===== src/sv/parallel_port_registers_assert.svh =====
// ----------------------------------------------------------------------------
// Parallel port registers assertion macros
// Shared concurrent assertion forms for the parallel port register block.
// ----------------------------------------------------------------------------
`ifndef PARALLEL_PORT_REGISTERS_ASSERT_SVH
`define PARALLEL_PORT_REGISTERS_ASSERT_SVH

// Same-cycle implication, checked outside reset.
`define PPR_ASSERT_IMPL(label, clk, rst, ante, cons) \
   label: assert property (@(posedge clk) disable iff (rst) (ante) |-> (cons)) \
      else $error("parallel_port_registers: same-cycle check failed");

// Next-cycle implication, checked outside reset.
`define PPR_ASSERT_NEXT(label, clk, rst, ante, cons) \
   label: assert property (@(posedge clk) disable iff (rst) (ante) |=> (cons)) \
      else $error("parallel_port_registers: next-cycle check failed");

`endif


===== src/sv/ppr_pkg.sv =====
// ----------------------------------------------------------------------------
// Parallel port registers package
// Commands, register indexes, bit masks and reset values of the SPP ports.
// ----------------------------------------------------------------------------
package ppr_pkg;

   // Number of ports decoded and ticked (1 to 3)
   localparam int PortCount = 3;
   localparam int PortMax   = 3;
   localparam int PortIdxW  = 2;

   localparam int AddrW   = 16;
   localparam int ByteW   = 8;
   localparam int CountW  = 16;
   localparam int CmdW    = 2;
   localparam int CsrIdxW = 3;
   localparam int CsrW    = 16;

   // Transaction commands
   localparam logic [CmdW-1:0] CmdRead  = 2'd0;
   localparam logic [CmdW-1:0] CmdWrite = 2'd1;
   localparam logic [CmdW-1:0] CmdTick  = 2'd2;

   // Register offsets within a port window
   localparam logic [1:0] OffData    = 2'd0;
   localparam logic [1:0] OffStatus  = 2'd1;
   localparam logic [1:0] OffControl = 2'd2;

   // Configuration register indexes
   localparam logic [CsrIdxW-1:0] CsrBaseFirst   = 3'd0;
   localparam logic [CsrIdxW-1:0] CsrBaseSecond  = 3'd1;
   localparam logic [CsrIdxW-1:0] CsrBaseThird   = 3'd2;
   localparam logic [CsrIdxW-1:0] CsrTicksFirst  = 3'd3;
   localparam logic [CsrIdxW-1:0] CsrTicksSecond = 3'd4;
   localparam logic [CsrIdxW-1:0] CsrTicksThird  = 3'd5;
   localparam logic [CsrIdxW-1:0] CsrEnableMask  = 3'd6;

   // Status and control bits, Centronics polarity
   localparam logic [ByteW-1:0] StatNotIrq    = 8'h04;
   localparam logic [ByteW-1:0] StatNotAck    = 8'h40;
   localparam logic [ByteW-1:0] StatBusy      = 8'h80;
   localparam logic [ByteW-1:0] StatInv       = 8'h80;
   localparam logic [ByteW-1:0] CtrlNotStrobe = 8'h01;
   localparam logic [ByteW-1:0] CtrlNotSelect = 8'h08;
   localparam logic [ByteW-1:0] CtrlInv       = 8'h0B;
   localparam logic [ByteW-1:0] StatReset     = 8'h5C;
   localparam logic [ByteW-1:0] CtrlReset     = 8'h07;
   localparam logic [ByteW-1:0] NoDecodeByte  = 8'hFF;

   // Legacy base addresses
   localparam logic [AddrW-1:0] BaseResetFirst  = 16'h0378;
   localparam logic [AddrW-1:0] BaseResetSecond = 16'h0278;
   localparam logic [AddrW-1:0] BaseResetThird  = 16'h03BC;

   typedef logic [AddrW-1:0]  addr_type;
   typedef logic [ByteW-1:0]  byte_type;
   typedef logic [CountW-1:0] count_type;

endpackage


===== src/sv/parallel_port_registers.sv =====
// ----------------------------------------------------------------------------
// Parallel port registers
// Register model of up to three PC parallel printer ports on an I/O bus.
// ----------------------------------------------------------------------------
// Usage:
//   req_* carries one bus transaction: a byte read, a byte write or a timer
//   tick. rsp_* returns exactly one result per transaction, in order: read
//   data, the byte handed to the printer on a strobe, and a mask of ports
//   whose idle countdown expired on a tick.
//   Both channels use valid/stall; a transaction moves on an edge where
//   valid is high and stall is low.
//   csr_* writes the base addresses, idle tick counts and the enable mask;
//   write it only while no transaction is in flight.
//   A transaction accepted into the input register passes through the
//   decode and port update logic into the result register that drives
//   rsp_*. Throughput: one transaction per cycle while rsp_stall is low;
//   the combinational decode and port update logic loads the result register.
//   When the receiver stalls, the result register holds, the input register
//   takes one more transaction, and then req_stall rises.
//   Synchronous reset restores the legacy base addresses, disables all
//   ports and returns every port's latches to their power-on values.
// ----------------------------------------------------------------------------
`include "parallel_port_registers_assert.svh"

module parallel_port_registers (
   input  logic                              clock,
   input  logic                              reset,
   // Request channel
   input  logic                              req_valid,
   output logic                              req_stall,
   input  logic [ppr_pkg::CmdW-1:0]          req_command,
   input  logic [ppr_pkg::AddrW-1:0]         req_port_address,
   input  logic [ppr_pkg::ByteW-1:0]         req_write_data,
   // Response channel
   output logic                              rsp_valid,
   input  logic                              rsp_stall,
   output logic [ppr_pkg::ByteW-1:0]         rsp_read_data,
   output logic                              rsp_byte_sent,
   output logic [ppr_pkg::ByteW-1:0]         rsp_sent_byte,
   output logic [ppr_pkg::PortIdxW-1:0]      rsp_sent_port,
   output logic [ppr_pkg::PortMax-1:0]       rsp_timeout_mask,
   // Configuration write port
   input  logic                              csr_write_enable,
   input  logic [ppr_pkg::CsrIdxW-1:0]       csr_index,
   input  logic [ppr_pkg::CsrW-1:0]          csr_write_data
);

   // Configuration registers
   ppr_pkg::addr_type  base_addr_ff  [ppr_pkg::PortMax];
   ppr_pkg::count_type idle_ticks_ff [ppr_pkg::PortMax];
   logic [ppr_pkg::PortMax-1:0] enable_mask_ff;

   // Per-port state and its next value
   ppr_pkg::byte_type  data_latch_ff     [ppr_pkg::PortMax];
   ppr_pkg::byte_type  status_bits_ff    [ppr_pkg::PortMax];
   ppr_pkg::byte_type  control_bits_ff   [ppr_pkg::PortMax];
   ppr_pkg::count_type idle_countdown_ff [ppr_pkg::PortMax];
   ppr_pkg::byte_type  data_latch_in     [ppr_pkg::PortMax];
   ppr_pkg::byte_type  status_bits_in    [ppr_pkg::PortMax];
   ppr_pkg::byte_type  control_bits_in   [ppr_pkg::PortMax];
   ppr_pkg::count_type idle_countdown_in [ppr_pkg::PortMax];

   // Input register
   logic                          s1_valid_ff, s1_valid_in;
   logic [ppr_pkg::CmdW-1:0]      s1_command_ff;
   ppr_pkg::addr_type             s1_address_ff;
   ppr_pkg::byte_type             s1_wdata_ff;

   // Result register
   logic                          rsp_valid_ff, rsp_valid_in;
   ppr_pkg::byte_type             rsp_read_data_ff, rsp_read_data_in;
   logic                          rsp_byte_sent_ff, rsp_byte_sent_in;
   ppr_pkg::byte_type             rsp_sent_byte_ff, rsp_sent_byte_in;
   logic [ppr_pkg::PortIdxW-1:0]  rsp_sent_port_ff, rsp_sent_port_in;
   logic [ppr_pkg::PortMax-1:0]   rsp_timeout_mask_ff, rsp_timeout_mask_in;

   logic                          req_accept;
   logic                          s1_advance;

   // Address decode
   logic                          hit;
   logic [ppr_pkg::PortIdxW-1:0]  hit_port;
   logic [1:0]                    hit_offset;
   ppr_pkg::byte_type             ctrl_new;

   // ------------------------------------------------------------------------
   // Handshake: the input register moves on whenever the result register is
   // empty or its transaction is being taken this cycle.
   // ------------------------------------------------------------------------
   assign s1_advance = s1_valid_ff && (!rsp_valid_ff || !rsp_stall);
   assign req_stall  = s1_valid_ff && !s1_advance;
   assign req_accept = req_valid && !req_stall;

   always_comb begin
      s1_valid_in = s1_valid_ff;
      if (req_accept) begin
         s1_valid_in = 1'b1;
      end else if (s1_advance) begin
         s1_valid_in = 1'b0;
      end
   end

   always_comb begin
      rsp_valid_in = rsp_valid_ff;
      if (s1_advance) begin
         rsp_valid_in = 1'b1;
      end else if (!rsp_stall) begin
         rsp_valid_in = 1'b0;
      end
   end

   // ------------------------------------------------------------------------
   // Decode: scan from the highest port down so the lowest enabled port
   // whose three-byte window holds the address wins. The window top is
   // compared at 17 bits so it never wraps past 0xFFFF.
   // ------------------------------------------------------------------------
   always_comb begin
      hit        = 1'b0;
      hit_port   = '0;
      hit_offset = ppr_pkg::OffData;
      for (int p = ppr_pkg::PortCount - 1; p >= 0; p--) begin
         if (enable_mask_ff[p] && (base_addr_ff[p] != '0) &&
             (s1_address_ff >= base_addr_ff[p]) &&
             ({1'b0, s1_address_ff} <= ({1'b0, base_addr_ff[p]} + 17'd2))) begin
            hit        = 1'b1;
            hit_port   = ppr_pkg::PortIdxW'(p);
            hit_offset = 2'(s1_address_ff - base_addr_ff[p]);
         end
      end
   end

   // Control write arrives in host polarity; flip into Centronics polarity
   assign ctrl_new = s1_wdata_ff ^ ppr_pkg::CtrlInv;

   // ------------------------------------------------------------------------
   // Port update and result for the transaction in the input register.
   // State only changes when the transaction advances into the result
   // register, so a stalled transaction is not applied twice.
   // ------------------------------------------------------------------------
   always_comb begin
      data_latch_in     = data_latch_ff;
      status_bits_in    = status_bits_ff;
      control_bits_in   = control_bits_ff;
      idle_countdown_in = idle_countdown_ff;

      rsp_read_data_in    = '0;
      rsp_byte_sent_in    = 1'b0;
      rsp_sent_byte_in    = '0;
      rsp_sent_port_in    = '0;
      rsp_timeout_mask_in = '0;

      unique case (s1_command_ff)
         ppr_pkg::CmdRead: begin
            if (!hit) begin
               rsp_read_data_in = ppr_pkg::NoDecodeByte;
            end else begin
               unique case (hit_offset)
                  ppr_pkg::OffData: begin
                     rsp_read_data_in = data_latch_ff[hit_port];
                  end
                  ppr_pkg::OffStatus: begin
                     // Reading status acknowledges: drop BUSY, release ACK and IRQ
                     rsp_read_data_in = status_bits_ff[hit_port] ^ ppr_pkg::StatInv;
                     status_bits_in[hit_port] =
                        (status_bits_ff[hit_port] | ppr_pkg::StatNotAck |
                         ppr_pkg::StatNotIrq) & ~ppr_pkg::StatBusy;
                  end
                  default: begin
                     rsp_read_data_in = control_bits_ff[hit_port] ^ ppr_pkg::CtrlInv;
                  end
               endcase
            end
         end
         ppr_pkg::CmdWrite: begin
            if (hit && (hit_offset == ppr_pkg::OffData)) begin
               data_latch_in[hit_port] = s1_wdata_ff;
            end else if (hit && (hit_offset == ppr_pkg::OffControl)) begin
               // Strobe rising while select is asserted hands the byte over
               if (((control_bits_ff[hit_port] &
                     (ppr_pkg::CtrlNotStrobe | ppr_pkg::CtrlNotSelect)) == '0) &&
                   ((ctrl_new & ppr_pkg::CtrlNotStrobe) != '0)) begin
                  rsp_byte_sent_in            = 1'b1;
                  rsp_sent_byte_in            = data_latch_ff[hit_port];
                  rsp_sent_port_in            = hit_port;
                  idle_countdown_in[hit_port] = idle_ticks_ff[hit_port];
                  status_bits_in[hit_port] =
                     (status_bits_ff[hit_port] & ~ppr_pkg::StatNotAck) |
                     ppr_pkg::StatBusy;
               end
               control_bits_in[hit_port] = ctrl_new;
            end
         end
         ppr_pkg::CmdTick: begin
            // Count down every running timer, enabled or not
            for (int p = 0; p < ppr_pkg::PortCount; p++) begin
               if (idle_countdown_ff[p] != '0) begin
                  idle_countdown_in[p] = idle_countdown_ff[p] - 1'b1;
                  if (idle_countdown_ff[p] == ppr_pkg::CountW'(1)) begin
                     rsp_timeout_mask_in[p] = 1'b1;
                  end
               end
            end
         end
         default: begin
            // Unused command: no state change, all-zero result
         end
      endcase
   end

   // ------------------------------------------------------------------------
   // Registers
   // ------------------------------------------------------------------------
   always_ff @(posedge clock) begin
      if (reset) begin
         base_addr_ff[0] <= ppr_pkg::BaseResetFirst;
         base_addr_ff[1] <= ppr_pkg::BaseResetSecond;
         base_addr_ff[2] <= ppr_pkg::BaseResetThird;
         for (int p = 0; p < ppr_pkg::PortMax; p++) begin
            idle_ticks_ff[p] <= '0;
         end
         enable_mask_ff <= '0;
      end else if (csr_write_enable) begin
         unique case (csr_index)
            ppr_pkg::CsrBaseFirst:   base_addr_ff[0]  <= csr_write_data;
            ppr_pkg::CsrBaseSecond:  base_addr_ff[1]  <= csr_write_data;
            ppr_pkg::CsrBaseThird:   base_addr_ff[2]  <= csr_write_data;
            ppr_pkg::CsrTicksFirst:  idle_ticks_ff[0] <= csr_write_data;
            ppr_pkg::CsrTicksSecond: idle_ticks_ff[1] <= csr_write_data;
            ppr_pkg::CsrTicksThird:  idle_ticks_ff[2] <= csr_write_data;
            ppr_pkg::CsrEnableMask:
               enable_mask_ff <= csr_write_data[ppr_pkg::PortMax-1:0];
            default: begin
               // Drop writes beyond the register list
            end
         endcase
      end
   end

   always_ff @(posedge clock) begin
      if (reset) begin
         for (int p = 0; p < ppr_pkg::PortMax; p++) begin
            data_latch_ff[p]     <= '0;
            status_bits_ff[p]    <= ppr_pkg::StatReset;
            control_bits_ff[p]   <= ppr_pkg::CtrlReset;
            idle_countdown_ff[p] <= '0;
         end
      end else if (s1_advance) begin
         data_latch_ff     <= data_latch_in;
         status_bits_ff    <= status_bits_in;
         control_bits_ff   <= control_bits_in;
         idle_countdown_ff <= idle_countdown_in;
      end
   end

   always_ff @(posedge clock) begin
      if (reset) begin
         s1_valid_ff  <= 1'b0;
         rsp_valid_ff <= 1'b0;
      end else begin
         s1_valid_ff  <= s1_valid_in;
         rsp_valid_ff <= rsp_valid_in;
      end
   end

   // Payload: input capture on accept, result capture on advance, hold otherwise
   always_ff @(posedge clock) begin
      if (req_accept) begin
         s1_command_ff <= req_command;
         s1_address_ff <= req_port_address;
         s1_wdata_ff   <= req_write_data;
      end
      if (s1_advance) begin
         rsp_read_data_ff    <= rsp_read_data_in;
         rsp_byte_sent_ff    <= rsp_byte_sent_in;
         rsp_sent_byte_ff    <= rsp_sent_byte_in;
         rsp_sent_port_ff    <= rsp_sent_port_in;
         rsp_timeout_mask_ff <= rsp_timeout_mask_in;
      end
   end

   assign rsp_valid        = rsp_valid_ff;
   assign rsp_read_data    = rsp_read_data_ff;
   assign rsp_byte_sent    = rsp_byte_sent_ff;
   assign rsp_sent_byte    = rsp_sent_byte_ff;
   assign rsp_sent_port    = rsp_sent_port_ff;
   assign rsp_timeout_mask = rsp_timeout_mask_ff;

   // ------------------------------------------------------------------------
   // Assertions
   // ------------------------------------------------------------------------
   // Stall the requester only while the input register is occupied
   `PPR_ASSERT_IMPL(a_stall_needs_s1, clock, reset, req_stall, s1_valid_ff)
   // A transaction that advances always lands in the result register
   `PPR_ASSERT_NEXT(a_advance_lands, clock, reset, s1_advance, rsp_valid_ff)
   // A strobe result never carries a tick timeout
   `PPR_ASSERT_IMPL(a_sent_no_timeout, clock, reset, rsp_valid_ff && rsp_byte_sent_ff,
                    rsp_timeout_mask_ff == '0)
   // Sent byte and port are zero when no byte went out
   `PPR_ASSERT_IMPL(a_unsent_zero, clock, reset, rsp_valid_ff && !rsp_byte_sent_ff,
                    (rsp_sent_byte_ff == '0) && (rsp_sent_port_ff == '0))

endmodule

===== config.mk =====
export PLATFORM = sky130hd
export DESIGN_NAME = parallel_port_registers
export DESIGN_NICKNAME = d
export VERILOG_FILES = /design/src/sv/ppr_pkg.sv /design/src/sv/parallel_port_registers.sv
export VERILOG_INCLUDE_DIRS = /design/src /design/src/sv
export SDC_FILE = /design/constraint.sdc
export NUM_CORES = 1
export LEC_CHECK = 0
export BUFFER_PORTS_ARGS = -buffer_cell sky130_fd_sc_hd__clkbuf_2
export CAP_MARGIN = 20
export CORE_MARGIN = 8
export CORE_UTILIZATION = 45
export DETAILED_ROUTE_END_ITERATION = 8
export PLACE_DENSITY = 0.65
export SYNTH_ARGS = -nofsm -noshare
export SYNTH_HDL_FRONTEND = slang
export SYNTH_SLANG_ARGS = --single-unit

===== constraint.sdc =====
create_clock -name clock -period 5.3 [get_ports clock]
set_input_delay 0.795 -clock clock [delete_from_list [all_inputs] [get_ports clock]]
set_output_delay 0.795 -clock clock [all_outputs]
set_load 0.02 [all_outputs]

======== Word level (Yosys, flattened, before mapping) ========
Memory sizes are Yosys's and may differ from the RTL's.
Index checks and enable logic that the tools add are counted.
word-level totals
  bits of input ports ..................... 50
  bits in writable memories ............... 96
  logic and storage cells ................. 208
  output and inout port bits .............. 24
  register bits ........................... 173
  memories ................................ 2
operators by class
  muxes and demuxes ....................... 82
  order comparisons ....................... 8
  add/subtract/negate cells ............... 9
  reduce and logical (&&, ||, !) cells .... 46
  eq/ne operators ......................... 22
  bitwise gates (word level) .............. 14
memory list
  name           depth  bits a word  rd ports  clocked after Yosys merged registers in  write ports  RTL line                       RTL
  base_addr_ff   3      16           3         0                                        3            parallel_port_registers.sv:49  ppr_pkg::addr_type base_addr_ff [ppr_pkg::PortMax];
  idle_ticks_ff  3      16           1         0                                        3            parallel_port_registers.sv:50  ppr_pkg::count_type idle_ticks_ff [ppr_pkg::PortMax];
operators with widths
  operator                 number
  $mux W16                 10
  $mux W48                 3
  $mux W24                 5
  $bwmux W24               4
  $pmux W48 S2             1
  $reduce_bool A16 Y1      6
  $mux W8                  8
  $add A16 B2 Y17 const B  3
  $le A16 B17 Y1           3
  $bmux W8 S2              3
  $bwmux W48               1
  $eq A16 B1 Y1 const B    3
  $ge A16 B16 Y1           3
  $pmux W24 S2             1
  $sub A16 B1 Y16 const B  3
  $mux W1                  37
  $demux W16 S2            1
  $reduce_and A6 Y1        3
  $demux W8 S2             1
  $logic_and A1 B1 Y1      16
  $ne A2 B2 Y1 const B     8
  $pmux W8 S2              1
  $mux W2                  6
  $eq A3 B3 Y1 const B     3
  24 further kinds         48

======== Longest topological paths before layout ========
  depth in word-level cells ............... 17
  depth in mapped cells ................... 19
  depth with buffers taken out ............ 16

======== Worst setup path before layout ========
Ideal clock, no wire load.
  path type ............................... reg2reg
  from .................................... mem base_addr_ff[0][17] (netlist name)
  to ...................................... reg data_latch_ff[0] (netlist name)
  arrival ................................. 3.848 ns
  library setup time ...................... 0.128 ns
  data required time ...................... 5.172 ns
  path slack .............................. 1.324 ns
  path buffers ............................ 1
  stages on the path, launching flop included .. 18
  period minus slack after synthesis ...... 3.976 ns
  cells stage by stage .................... edfxtp_1 -> ha_1 -> nand2_1 -> nor2_1 -> nand4_1 -> xnor2_1 -> ha_1 -> nand4_1 -> nor2_1 -> a221o_1 -> o31ai_1 -> and2_2 -> nor2_2 -> a311o_1 -> buf_6 -> nor4_4 -> mux2i_1 -> nor2_1
RTL lines
  element                 RTL line                        RTL
  start: declaration      parallel_port_registers.sv:49
  end signal: assignment  parallel_port_registers.sv:248  data_latch_ff <= data_latch_in;
  end: declaration        parallel_port_registers.sv:54   ppr_pkg::byte_type data_latch_ff [ppr_pkg::PortMax];

==> run_results.csv <==
group,metric,value,unit
outcome,status,"complete, no violations",
routing,first_pass_iters,5,
clock_tree,cts_buffers,30,
place,routabilityCongestion,0.9208,
setup_path,crit_path_top_delay_cell,"a311oi_2",
worst_hold_path,hold_start,"req_write_data[5]",
global_routing,grt_pass1_wl,62580,um
clock_tree,clock_latency,0.55,ns
floorplan,ioPinCount,74,
clock_tree,cts_root_buf,"clkbuf_16",
global_routing,grt_pass1_vias,11270,
setup_path,reg2regPathDepth,15,
setup_path,cp.depth,15,
logic_synthesis,synth.distinct_cells,80,
sta,slew_viol_final,0,
sta,fin_crit,4.910,ns
logic_synthesis,netlist_instances,1471,
routing,drc_errors,0,
sta,clock.fmax,0.2037,GHz
clock_tree,cts_tree,"built",
floorplan,num_rows,66,
sta,finalWorstSetupSlack,0.3900,ns
floorplan,die_w,196.0,um
setup_path,path_buf_inv,0,
place,dpl.hpwl,29120,um
final_layout,fillers,2981,
sta,worstMarginPinSlew,1.041,ns
final_layout,syn_to_final_growth,13.51,%
logic_synthesis,synth_area,14570,um2
logic_synthesis,synth_top_flop_cell,"edfxtp_1",
final_layout,postLayoutCoreUtil,0.5136,
setup_path,cp_top_family,"compound AO/OA/AOI/OAI gates",
global_routing,grt_overflow,0,
final_layout,final_cell_mix,"edfxtp_1, nor2_1, dfxtp_1, a21oi_1, ha_1",
clock_tree,clkTransAtPathRegs,0.06,ns
power,finalPower,5.159,mW
global_routing,grt_max_degree,93,
setup_path,critPathMaxStageDelay,0.71,ns
setup_path,path_max_fanout,7,
setup_path,crit_start,"base_addr_ff[0][33]",
place,io_buffers,73,
logic_synthesis,yosys_warnings,0,
logic_synthesis,synth_seq_cells,269,
clock_tree,cts_setup_buffers,0,
setup_path,arrival,5.35,ns
global_routing,grtUsageTotal,0.2024,
floorplan,die_area,38400,um2
power,vdd_drop_max,289.6,uV
setup_path,end_kind,"register",
floorplan,coreArea,32210,um2
worst_hold_path,min_path_cells,1,
power,leakagePower,6.631,nW
setup_path,cp-start-kind,"register",
setup_path,worstPathCellList,"ha_1 > nand4_1 > or3_1 > xnor2_1 > ha_1 > and3_1 > nand2_1 > nor3_1 > a32o_1 > o21ai_1 > nor2_2 > a311oi_2 > nor3_1 > a22oi_1 > mux2_2",
flow_run,cap_violations,0,
global_routing,antenna_found_initial,0,
routing,drt_iter0_drc,888,
setup_path,cp.required,5.74,ns
power,p_per_area,311.9,nW/um2
clock_tree,htree_levels,1,
setup_path,reg2reg_from,"base_addr_ff[0][33]",
clock_tree,cts_resized,0,
sta,finalCritPeriodShare,0.9264,
clock_tree,holdBufCountCts,0,
routing,vias,11640,
sta,fin_tns_setup,0,ns
final_layout,nets,1698,
routing,routed_wl,39820,um
sta,slew_headroom,0.3062,
final_layout,final_common_cell,"edfxtp_1",
clock_tree,cts.sink_count,269,
setup_path,criticalPathCategory,"register to register",
routing,vias_per_cell,5.899,
clock_tree,clockBufferDepth,3,
logic_synthesis,async_reset_ff_frac,0,
logic_synthesis,syn-num-nets,1628,
logic_synthesis,syn_avg_cell_area,9.907,um2
final_layout,drive_gt1_frac,0.1252,
sta,rsz0062_at_grt,"no",
worst_hold_path,hold_class,"primary input to register",
logic_synthesis,ys_seq_area_frac,0.4684,
routing,antenna_left,0,
routing,drt-wirelength-per-cell,20.18,um
sta,finalSetupViolCount,0,
floorplan,fp.dieH,196.0,um
sta,fin_skew,0.01629,ns
logic_synthesis,synth_edf_count,144,
sta,hold_viol_final,0,
sta,whs,0.4167,ns
final_layout,antenna_cells,0,
floorplan,initial_core_util,0.4525,
place,place_ws,0.1113,ns
-- state kept, by name (all words and copies together), names as in the netlist, named ones only --
register	flops
s1_valid_ff	1
s1_wdata_ff	8
idle_ticks_ff	48
s1_address_ff	16
idle_countdown_ff	48
rsp_sent_byte	8
rsp_byte_sent	1
rsp_timeout_mask	3
control_bits_ff	24
status_bits_ff	9
base_addr_ff	48
rsp_valid	1
rsp_sent_port	2
data_latch_ff	24
rsp_read_data	8
s1_command_ff	2
enable_mask_ff	3
-- cells in the mapped netlist (6+ instances only) --
cell	count	area, um2
o21ai_0	26	130.1
o22ai_1	39	244.0
a21oi_1	111	555.5
nor2b_1	19	118.9
nand3_1	37	185.2
mux2i_1	49	490.5
a221oi_1	16	140.1
ha_1	104	1301
nor4_1	29	181.4
dfxtp_1	125	2502
edfxtp_1	144	4324
xor2_1	9	78.83
o211ai_1	8	60.06
nor3_1	68	340.3
a21o_1	8	60.06
a211oi_1	31	232.7
nand4_1	24	150.1
nand2_1	104	390.4
a31oi_1	29	181.4
and4_1	7	61.31
o21a_1	6	45.04
or2_2	10	62.56
xnor2_1	52	455.4
and3_1	10	62.56
inv_1	68	255.2
nand2b_1	14	87.58
and2_1	39	244.0
buf_2	9	45.04
nor2_1	130	488.0
clkbuf_1	48	180.2
-- layout make-up --
| cell class | instances | area, um2 | share of cell area |
|---|---|---|---|
| multi-input cells | 1066 | 7258 | 0.4388 |
| flip-flops and latches | 269 | 6827 | 0.4127 |
| clock buffers | 45 | 983.4 | 0.05945 |
| repair buffers | 105 | 608.1 | 0.03676 |
| well taps | 408 | 510.5 | 0.03086 |
| inverters | 69 | 259.0 | 0.01566 |
| clock inverters | 11 | 96.34 | 0.005824 |
-- final timing paths --
check,to,slack [ns]
worst max-delay path,status_bits_ff[23],0.39
worst min register to register,register,0.44
worst max register to register,status_bits_ff[23],0.39
worst min-delay path,s1_wdata_ff[5],0.42
-- through the flow --
stage,std cells,cell area (um2)
2_1_floorplan,1471,14570
3_3_place_gp,1916,15430
3_5_place_dp,1916,15430
4_1_cts,1972,16510
5_1_grt,1973,16540
6_report,1973,16540
-- where the power goes --
group / switching [mW] / internal (mW) / total [mW] / leakage, nW
clock network: 0.854 / 1.33 / 2.19 / 0.537
registers: 0.0915 / 2.29 / 2.38 / 2.41
logic: 0.361 / 0.229 / 0.590 / 3.69
-- worst register-to-register path, cell delays in order (launching register included) --
cell,delay (ns)
edfxtp_1,0.48
ha_1,0.27
nand4_1,0.22
or3_1,0.42
xnor2_1,0.14
ha_1,0.29
and3_1,0.21
nand2_1,0.10
nor3_1,0.06
a32o_1,0.22
o21ai_1,0.51
nor2_2,0.18
a311oi_2,0.72
nor3_1,0.17
a22oi_1,0.44
mux2_2,0.39
-- cells by family (layout without fill, tap and decap cells) --
family | count (synthesis) | after routing | synth area share
flops | 269 | 269 | 0.4684
simple gates | 520 | 520 | 0.1824
xor+xnor | 61 | 61 | 0.03666
compound gates | 327 | 327 | 0.1465
mux | 51 | 51 | 0.03520
fa+ha+maj | 107 | 107 | 0.09341
buf+inv | 136 | 230 | 0.03743
-- per-layer routing --
layer	track usage	routed length, um
met1	0.2755	18270
met2	0.3331	18360
met4	0.05587	1044
met3	0.02862	2152
met5	0	0
Note: power is estimated with default switching activity, not from simulation.
